[src/hdl/u2u_pkg.sv]
// ----------------------------------------------------------------------------
// u2u_pkg
// Shared widths, constants and types of the UTF-8 to UTF-16 transcoder.
// ----------------------------------------------------------------------------
package u2u_pkg;

    // Field widths
    localparam int BYTE_W  = 8;
    localparam int UNIT_W  = 16;
    localparam int CAP_W   = 13;
    localparam int POINT_W = 21;
    localparam int PEND_W  = 2;

    // Result queue: depth and derived pointer / count widths
    localparam int QUEUE_DEPTH = 4;
    localparam int QPTR_W      = $clog2(QUEUE_DEPTH);
    localparam int QCNT_W      = $clog2(QUEUE_DEPTH + 1);
    // Worst-case number of units that one byte pushes
    localparam int MAX_PUSH    = 2;

    // Code point limits
    localparam logic [POINT_W-1:0] MAX_POINT  = 21'h10FFFF;
    localparam logic [POINT_W-1:0] SURR_FIRST = 21'h00D800;
    localparam logic [POINT_W-1:0] SURR_LAST  = 21'h00DFFF;
    localparam logic [POINT_W-1:0] SUPP_BASE  = 21'h010000;

    // Surrogate unit prefixes
    localparam logic [UNIT_W-1:0] HIGH_SURR_BASE = 16'hD800;
    localparam logic [UNIT_W-1:0] LOW_SURR_BASE  = 16'hDC00;

    // Byte class patterns
    localparam logic [BYTE_W-1:0] CONT_MASK  = 8'hC0;
    localparam logic [BYTE_W-1:0] CONT_CODE  = 8'h80;
    localparam logic [BYTE_W-1:0] LEAD2_MASK = 8'hE0;
    localparam logic [BYTE_W-1:0] LEAD2_CODE = 8'hC0;
    localparam logic [BYTE_W-1:0] LEAD3_MASK = 8'hF0;
    localparam logic [BYTE_W-1:0] LEAD3_CODE = 8'hE0;
    localparam logic [BYTE_W-1:0] LEAD4_MASK = 8'hF8;
    localparam logic [BYTE_W-1:0] LEAD4_CODE = 8'hF0;

    // Reset value of the capacity register
    localparam logic [CAP_W-1:0] CAP_RESET = 13'd65;

    // One result item
    typedef struct packed {
        logic [UNIT_W-1:0] code_unit;
        logic              string_end;
        logic              run_last;
    } result_t;

    // Units that the decoder hands to the result queue at once
    typedef struct packed {
        logic [1:0] num;
        result_t    first;
        result_t    second;
    } push_t;

endpackage

[src/hdl/u2u_decode.sv]
// ----------------------------------------------------------------------------
// u2u_decode
// Decodes one registered UTF-8 byte per cycle while advance is high, against
// the sequence state, and produces zero, one or two UTF-16 units for the result queue.
// ----------------------------------------------------------------------------
module u2u_decode (
    input  logic                       aclk,
    input  logic                       aresetn,
    input  logic                       cfg_wr_en,
    input  logic [u2u_pkg::CAP_W-1:0]  cfg_wr_data,
    input  logic                       advance,
    input  logic [u2u_pkg::BYTE_W-1:0] data_byte,
    output u2u_pkg::push_t             push
);

    logic [u2u_pkg::CAP_W-1:0]   cap_reg;
    logic [u2u_pkg::POINT_W-1:0] point_reg, point_next;
    logic [u2u_pkg::PEND_W-1:0]  pend_reg, pend_next;
    logic [u2u_pkg::CAP_W-1:0]   units_reg, units_next;
    logic                        stop_reg, stop_next;

    logic [u2u_pkg::CAP_W-1:0]   cap_eff;
    logic [u2u_pkg::CAP_W:0]     units_plus1;
    logic [u2u_pkg::CAP_W:0]     units_plus2;
    logic                        is_cont;
    logic [u2u_pkg::POINT_W-1:0] acc;
    logic                        done;
    logic [u2u_pkg::POINT_W-1:0] done_point;
    logic                        bad_point;
    logic [u2u_pkg::POINT_W-1:0] offset;
    u2u_pkg::push_t              push_comb;

    // Zero capacity behaves as room for the terminator only
    assign cap_eff     = (cap_reg == '0) ? u2u_pkg::CAP_W'(1) : cap_reg;
    assign units_plus1 = {1'b0, units_reg} + (u2u_pkg::CAP_W + 1)'(1);
    assign units_plus2 = {1'b0, units_reg} + (u2u_pkg::CAP_W + 1)'(2);
    assign is_cont     = (data_byte & u2u_pkg::CONT_MASK) == u2u_pkg::CONT_CODE;
    assign acc         = {point_reg[u2u_pkg::POINT_W-7:0], data_byte[5:0]};
    assign bad_point   = (done_point > u2u_pkg::MAX_POINT) ||
                         ((done_point >= u2u_pkg::SURR_FIRST) &&
                          (done_point <= u2u_pkg::SURR_LAST));
    assign offset      = done_point - u2u_pkg::SUPP_BASE;

    // Sequence tracking and unit generation
    always_comb begin
        point_next = point_reg;
        pend_next  = pend_reg;
        units_next = units_reg;
        stop_next  = stop_reg;
        done       = 1'b0;
        done_point = '0;
        push_comb  = '0;

        if (data_byte == '0) begin
            // Terminator: drop everything, emit the zero unit
            point_next                 = '0;
            pend_next                  = '0;
            units_next                 = '0;
            stop_next                  = 1'b0;
            push_comb.num              = 2'd1;
            push_comb.first.string_end = 1'b1;
        end else if (!stop_reg) begin
            if ((pend_reg != '0) && is_cont) begin
                pend_next = pend_reg - u2u_pkg::PEND_W'(1);
                if (pend_reg == u2u_pkg::PEND_W'(1)) begin
                    done       = 1'b1;
                    done_point = acc;
                    point_next = '0;
                end else begin
                    point_next = acc;
                end
            end else begin
                // Fresh lead byte; a broken sequence is dropped here
                pend_next  = '0;
                point_next = '0;
                if (data_byte[7] == 1'b0) begin
                    done       = 1'b1;
                    done_point = u2u_pkg::POINT_W'(data_byte);
                end else if ((data_byte & u2u_pkg::LEAD2_MASK) == u2u_pkg::LEAD2_CODE) begin
                    point_next = u2u_pkg::POINT_W'(data_byte[4:0]);
                    pend_next  = u2u_pkg::PEND_W'(1);
                end else if ((data_byte & u2u_pkg::LEAD3_MASK) == u2u_pkg::LEAD3_CODE) begin
                    point_next = u2u_pkg::POINT_W'(data_byte[3:0]);
                    pend_next  = u2u_pkg::PEND_W'(2);
                end else if ((data_byte & u2u_pkg::LEAD4_MASK) == u2u_pkg::LEAD4_CODE) begin
                    point_next = u2u_pkg::POINT_W'(data_byte[2:0]);
                    pend_next  = u2u_pkg::PEND_W'(3);
                end
            end

            // Emit a finished point if it is representable and fits
            if (done && !bad_point) begin
                if (units_plus1 >= {1'b0, cap_eff}) begin
                    stop_next = 1'b1;
                end else if (done_point >= u2u_pkg::SUPP_BASE) begin
                    if (units_plus2 >= {1'b0, cap_eff}) begin
                        stop_next = 1'b1;
                    end else begin
                        push_comb.num              = 2'd2;
                        push_comb.first.code_unit  = u2u_pkg::HIGH_SURR_BASE |
                                                     u2u_pkg::UNIT_W'(offset[19:10]);
                        push_comb.second.code_unit = u2u_pkg::LOW_SURR_BASE |
                                                     u2u_pkg::UNIT_W'(offset[9:0]);
                        units_next                 = units_plus2[u2u_pkg::CAP_W-1:0];
                    end
                end else begin
                    push_comb.num             = 2'd1;
                    push_comb.first.code_unit = done_point[u2u_pkg::UNIT_W-1:0];
                    units_next                = units_plus1[u2u_pkg::CAP_W-1:0];
                end
            end
        end

        // Mark the final unit of this byte
        push_comb.first.run_last  = (push_comb.num == 2'd1);
        push_comb.second.run_last = 1'b1;
    end

    // Hand units to the queue only on the cycle the byte is consumed
    always_comb begin
        push = push_comb;
        if (!advance) begin
            push.num = 2'd0;
        end
    end

    // Capacity register
    always_ff @(posedge aclk) begin
        if (!aresetn) begin
            cap_reg <= u2u_pkg::CAP_RESET;
        end else if (cfg_wr_en) begin
            cap_reg <= cfg_wr_data;
        end
    end

    // Sequence state: advance on each consumed byte
    always_ff @(posedge aclk) begin
        if (!aresetn) begin
            point_reg <= '0;
            pend_reg  <= '0;
            units_reg <= '0;
            stop_reg  <= 1'b0;
        end else if (advance) begin
            point_reg <= point_next;
            pend_reg  <= pend_next;
            units_reg <= units_next;
            stop_reg  <= stop_next;
        end
    end

`ifndef SYNTHESIS
    // A zero byte leaves the string state cleared
    a_zero_clears: assert property (@(posedge aclk) disable iff (!aresetn)
        (advance && (data_byte == '0)) |=>
            ((units_reg == '0) && (pend_reg == '0) && !stop_reg && (point_reg == '0)))
        else $error("string state not cleared after terminator");

    // A pair always opens with a high surrogate
    a_pair_high: assert property (@(posedge aclk) disable iff (!aresetn)
        (push.num == 2'd2) |->
            ((push.first.code_unit[15:10] == 6'b110110) &&
             (push.second.code_unit[15:10] == 6'b110111)))
        else $error("surrogate pair malformed");

    // Once stopped, only the terminator may produce a unit
    a_stopped_quiet: assert property (@(posedge aclk) disable iff (!aresetn)
        (advance && stop_reg && (data_byte != '0)) |-> (push.num == 2'd0))
        else $error("unit emitted while output stopped");
`endif

endmodule

[src/hdl/u2u_out_queue.sv]
// ----------------------------------------------------------------------------
// u2u_out_queue
// Small result queue: takes up to two units per cycle, gives one per cycle
// to the result channel while it is ready.
// ----------------------------------------------------------------------------
module u2u_out_queue (
    input  logic                        aclk,
    input  logic                        aresetn,
    input  u2u_pkg::push_t              push,
    input  logic                        pop,
    output logic                        not_empty,
    output logic                        has_room,
    output u2u_pkg::result_t            head
);

    u2u_pkg::result_t              entry_reg [u2u_pkg::QUEUE_DEPTH];
    logic [u2u_pkg::QPTR_W-1:0]    wr_ptr_reg, wr_ptr_next;
    logic [u2u_pkg::QPTR_W-1:0]    rd_ptr_reg, rd_ptr_next;
    logic [u2u_pkg::QCNT_W-1:0]    count_reg, count_next;
    logic [u2u_pkg::QPTR_W-1:0]    wr_ptr_plus1;

    assign not_empty    = (count_reg != '0);
    assign has_room     = (count_reg <= u2u_pkg::QCNT_W'(u2u_pkg::QUEUE_DEPTH -
                                                         u2u_pkg::MAX_PUSH));
    assign head         = entry_reg[rd_ptr_reg];
    assign wr_ptr_plus1 = wr_ptr_reg + u2u_pkg::QPTR_W'(1);

    // Pointer and count bookkeeping
    always_comb begin
        wr_ptr_next = wr_ptr_reg + u2u_pkg::QPTR_W'(push.num);
        rd_ptr_next = rd_ptr_reg + u2u_pkg::QPTR_W'(pop);
        count_next  = count_reg + u2u_pkg::QCNT_W'(push.num) - u2u_pkg::QCNT_W'(pop);
    end

    always_ff @(posedge aclk) begin
        if (!aresetn) begin
            wr_ptr_reg <= '0;
            rd_ptr_reg <= '0;
            count_reg  <= '0;
        end else begin
            wr_ptr_reg <= wr_ptr_next;
            rd_ptr_reg <= rd_ptr_next;
            count_reg  <= count_next;
        end
    end

    // Store pushed units
    always_ff @(posedge aclk) begin
        if (push.num != 2'd0) begin
            entry_reg[wr_ptr_reg] <= push.first;
        end
        if (push.num == 2'd2) begin
            entry_reg[wr_ptr_plus1] <= push.second;
        end
    end

`ifndef SYNTHESIS
    // Never hold more than the queue depth
    a_no_overflow: assert property (@(posedge aclk) disable iff (!aresetn)
        count_reg <= u2u_pkg::QCNT_W'(u2u_pkg::QUEUE_DEPTH))
        else $error("result queue overflow");

    // Units only arrive when room for a pair was advertised
    a_push_room: assert property (@(posedge aclk) disable iff (!aresetn)
        (push.num != 2'd0) |-> has_room)
        else $error("push without room");

    // Never pop an empty queue
    a_no_underflow: assert property (@(posedge aclk) disable iff (!aresetn)
        pop |-> not_empty)
        else $error("result queue underflow");
`endif

endmodule

[src/hdl/utf8_to_utf16_transcoder_core.sv]
// An accepted byte is held in the byte register, then decoded into the result queue,
// whose head drives m_valid. Bytes flow one per cycle while the queue has room for a pair.
// The four-entry result queue absorbs pairs, and the byte register stalls only while
// fewer than two queue slots are free.
// Reset (aresetn low, synchronous) clears the string state, empties the queue and
// restores the capacity register to 65 units.
// ----------------------------------------------------------------------------
// utf8_to_utf16_transcoder_core
// Streams UTF-8 bytes in and UTF-16 code units out, with destination
// capacity limiting and string termination.
// ----------------------------------------------------------------------------
module utf8_to_utf16_transcoder_core (
    input  logic                         aclk,
    input  logic                         aresetn,
    input  logic                         cfg_wr_en,
    input  logic [u2u_pkg::CAP_W-1:0]    cfg_wr_data,
    input  logic                         s_valid,
    output logic                         s_ready,
    input  logic [u2u_pkg::BYTE_W-1:0]   s_data_byte,
    output logic                         m_valid,
    input  logic                         m_ready,
    output logic [u2u_pkg::UNIT_W-1:0]   m_code_unit,
    output logic                         m_string_end,
    output logic                         m_run_last
);

    logic                        byte_valid_reg;
    logic [u2u_pkg::BYTE_W-1:0]  byte_reg;
    logic                        advance;
    logic                        pop;
    logic                        q_not_empty;
    logic                        q_has_room;
    u2u_pkg::push_t              push;
    u2u_pkg::result_t            head;

    // Consume the held byte when the queue can take a pair
    assign advance = byte_valid_reg && q_has_room;
    assign s_ready = !byte_valid_reg || advance;
    assign pop     = m_valid && m_ready;

    // Input register: hold one request
    always_ff @(posedge aclk) begin
        if (!aresetn) begin
            byte_valid_reg <= 1'b0;
        end else if (s_valid && s_ready) begin
            byte_valid_reg <= 1'b1;
        end else if (advance) begin
            byte_valid_reg <= 1'b0;
        end
    end

    always_ff @(posedge aclk) begin
        if (s_valid && s_ready) begin
            byte_reg <= s_data_byte;
        end
    end

    u2u_decode u_decode (
        .aclk        (aclk),
        .aresetn     (aresetn),
        .cfg_wr_en   (cfg_wr_en),
        .cfg_wr_data (cfg_wr_data),
        .advance     (advance),
        .data_byte   (byte_reg),
        .push        (push)
    );

    u2u_out_queue u_queue (
        .aclk      (aclk),
        .aresetn   (aresetn),
        .push      (push),
        .pop       (pop),
        .not_empty (q_not_empty),
        .has_room  (q_has_room),
        .head      (head)
    );

    // Result channel
    assign m_valid      = q_not_empty;
    assign m_code_unit  = head.code_unit;
    assign m_string_end = head.string_end;
    assign m_run_last   = head.run_last;

endmodule

[config.mk]
export PLATFORM = sky130hd
export DESIGN_NAME = utf8_to_utf16_transcoder_core
export DESIGN_NICKNAME = d
export VERILOG_FILES = /design/src/hdl/u2u_pkg.sv /design/src/hdl/u2u_decode.sv /design/src/hdl/u2u_out_queue.sv /design/src/hdl/utf8_to_utf16_transcoder_core.sv
export SDC_FILE = /design/constraint.sdc
export NUM_CORES = 1
export LEC_CHECK = 0
export BUFFER_PORTS_ARGS = -buffer_cell sky130_fd_sc_hd__buf_2
export CAP_MARGIN = 25
export CORE_MARGIN = 1.5
export CORE_UTILIZATION = 48
export DETAILED_ROUTE_END_ITERATION = 16
export GPL_TIMING_DRIVEN = 0
export PLACE_DENSITY = 0.65
export SYNTH_ARGS = -nofsm -noshare
export SYNTH_HDL_FRONTEND = slang
export SYNTH_SLANG_ARGS = --single-unit
[constraint.sdc]
create_clock -name aclk -period 9 [get_ports aclk]
set_clock_uncertainty 0.1 [all_clocks]
set_input_delay 0.9 -clock aclk [delete_from_list [all_inputs] [get_ports aclk]]
set_output_delay 0.9 -clock aclk [all_outputs]
set_load 0.05 [all_outputs]
==> out/summary.txt <==
root buffer cell: clkbuf_16
# hold bufs at CTS: 0
core area: 15100 µm²
fmax: 160 MHz
Synth top cells by count: nand2_1, edfxtp_1, dfxtp_1
port bufs: 43
startpoint types: register
Tmin final: 6.24 ns
Remaining DRCs: 0
Worst Path Max Fanout: 15
Mean Syn Cell Area: 10.1 µm²
kind of critical path: reg -> reg
Syn Nets: 792
CTS tree: done
synthesis-stage register bit count: 132
Total Wirelength: 19500 µm
post-synth top area share: 27.5%
reg-to-reg slack, setup: 2.76 ns
Max clock buf depth: 2
DRT Pass-1 Iters: 5
RSZ-0062 raised after global routing: false
static leakage: 3.16 nW
Crit path required time: 8.96 ns
post_cts resized: 0
fraction of layout cells with a size suffix above 1: 14.7%
largest cells by area after synthesis: edfxtp_1, dfxtp_1, mux4_2
TNS Setup: 0 ns
Yosys top cell by area: edfxtp_1
initial antenna violation count: 0
Ys Warns: 0
Total GRT Usage: 24.6%
Clock Pin Slew Worst Setup and Hold Paths: 0.06 ns
fin. max-slew vios: 0
GP Congestion: 0.977
clk_lat worst skew: 0.44 ns
chip width: 127 µm
max reg flops: 72
FILL cells: 1302
Vias: 6165
die area: 16200 µm²
number of flops mapped to enable cells by yosys: 68
# nets final: 855
status: finished clean
number of I/O pins: 46
Pwr Density: 208 nW/µm²
antenna cells: 0
post-route ant nets: 0
Vias/cell: 6.17
register area share after synthesis: 44.7%
Cell Area, Synth: 7440 µm²
Fin. Hold Viols: 0
first-pass GRT wire length: 31000 µm
Critical Path End Type: register
vias in the first global route: 5900
total grt overflow: 0
clk sinks: 132
slew margin rel.: 39.7%
Num CTS Buffers: 17
Hold Crit Class: reg -> reg
routed length per placed instance: 19.5 µm
cell count after synthesis: 735
Synth cell types: 66
Final period util: 69.4%
most numerous cell in the Yosys netlist: nand2_1
share of flip-flops with an asynchronous set or reset: 0%
DRT iter0 DRCs: 508
Detailed Place HPWL: 14300 µm
worst slew pin tran: 0.905 ns
Main synth FF type: edfxtp_1
final core utilization: 55.9%
Setup Buffers After CTS: 0
Initial Util: 49.1%
H-tree depth: 4
final setup fails: 0
Die Height: 127 µm
VDD IR max: 0.145 mV
WP data arrival: 6.20 ns
max-cap check violation count: 0
Layout area overhead: 13.8%
FP Rows: 45
largest net degree at the start of global routing: 17
## placed cells by master (no fill, tap or decap), drive strengths merged, types with 4 or more instances in the layout
cell type	Yosys	layout
or3	4	4
a22oi	13	13
nand3	31	31
o32ai	6	6
nand2	84	84
inv	29	29
mux2i	17	17
and3	8	8
buf	13	56
clkinv	0	7
a21boi	12	12
clkbuf	35	56
nor3b	4	4
a32o	5	5
o211ai	9	9
edfxtp	68	68
nor2b	25	25
nor4	8	8
o22ai	36	36
nor2	26	26
and2	13	13
xor2	14	14
nor3	9	9
nand2b	5	5
a31oi	5	5
dfxtp	64	64
nor4b	4	4
ha	30	30
o21ai	42	42
mux4	18	18
xnor2	16	16
a21oi	37	37
nand4	9	9
## metal layers
layer,wire (µm),share of wire [%],GRT usage (%)
met5,0,0,0
met4,465,2.4,10.6
met3,1150,5.9,4.36
met2,9460,49,40.7
met1,8420,43,31.9
## path summary, 6_finish.rpt
path                              end                      from  depth (start not counted)
max reg2reg  u_queue.entry_reg[3][12]     u_decode.units_reg[3]                         16
min reg2reg  u_queue.entry_reg[0][15]  u_queue.entry_reg[0][15]                          2
max          u_queue.entry_reg[3][12]     u_decode.units_reg[3]                         16
min          u_queue.entry_reg[0][15]  u_queue.entry_reg[0][15]                          2
## worst max-delay path: stages (launching register included)
cell,delay (ns)
dfxtp_1,0.30
clkbuf_1,0.36
and4_1,0.33
nand4_1,0.32
nor2_1,0.22
xor2_1,0.25
ha_1,0.29
a211oi_1,0.25
nor2_1,0.09
a2111o_1,0.34
a21oi_1,0.26
nand3_1,0.28
nor3_1,0.48
clkbuf_1,0.43
nand3_1,0.51
clkbuf_1,0.37
nand2_1,0.66
## where the power goes
| part | switching (W) | total, W | internal (W) |
|---|---|---|---|
| combinational | 0.000261 | 0.000394 | 0.000133 |
| sequential | 0.0000185 | 0.000676 | 0.000658 |
| clock | 0.000261 | 0.000691 | 0.000429 |
| total | 0.000540 | 0.00176 | 0.00122 |
## cells by family after synthesis
family	synth area share, %
xor+xnor	3.53
simple gates	17.3
flops	44.7
fa+ha+maj	5.32
compound gates	17.0
mux	7.74
buf+inv	4.39
## stage by stage
step / worst slack, ns / instance area [µm²] / cells / hold WS, ns / total power [W]
2_1_floorplan: 4.31 / 7440 / 735 / 0.335 / 0.000994
3_3_place_gp: 3.04 / 7890 / 966 / 0.345 / 0.00107
3_5_place_dp: 2.95 / 7890 / 966 / 0.358 / 0.00108
4_1_cts: 2.90 / 8460 / 998 / 0.365 / 0.00176
5_1_grt: 2.38 / 8470 / 999 / 0.396 / 0.00182
6_report: 2.76 / 8470 / 999 / 0.363 / 0.00176
## area by class of cell
type	instances	area [µm²]	share of cell area, %
multi-input combinational	526	3790	44.7
sequential	132	3320	39.3
clock buffer	20	437	5.16
tap	188	235	2.78
timing repair buffer	44	220	2.60
buffer	48	218	2.57
clock inverter	12	138	1.63
inverter	29	109	1.29
Note: power is estimated with default switching activity, not from simulation.
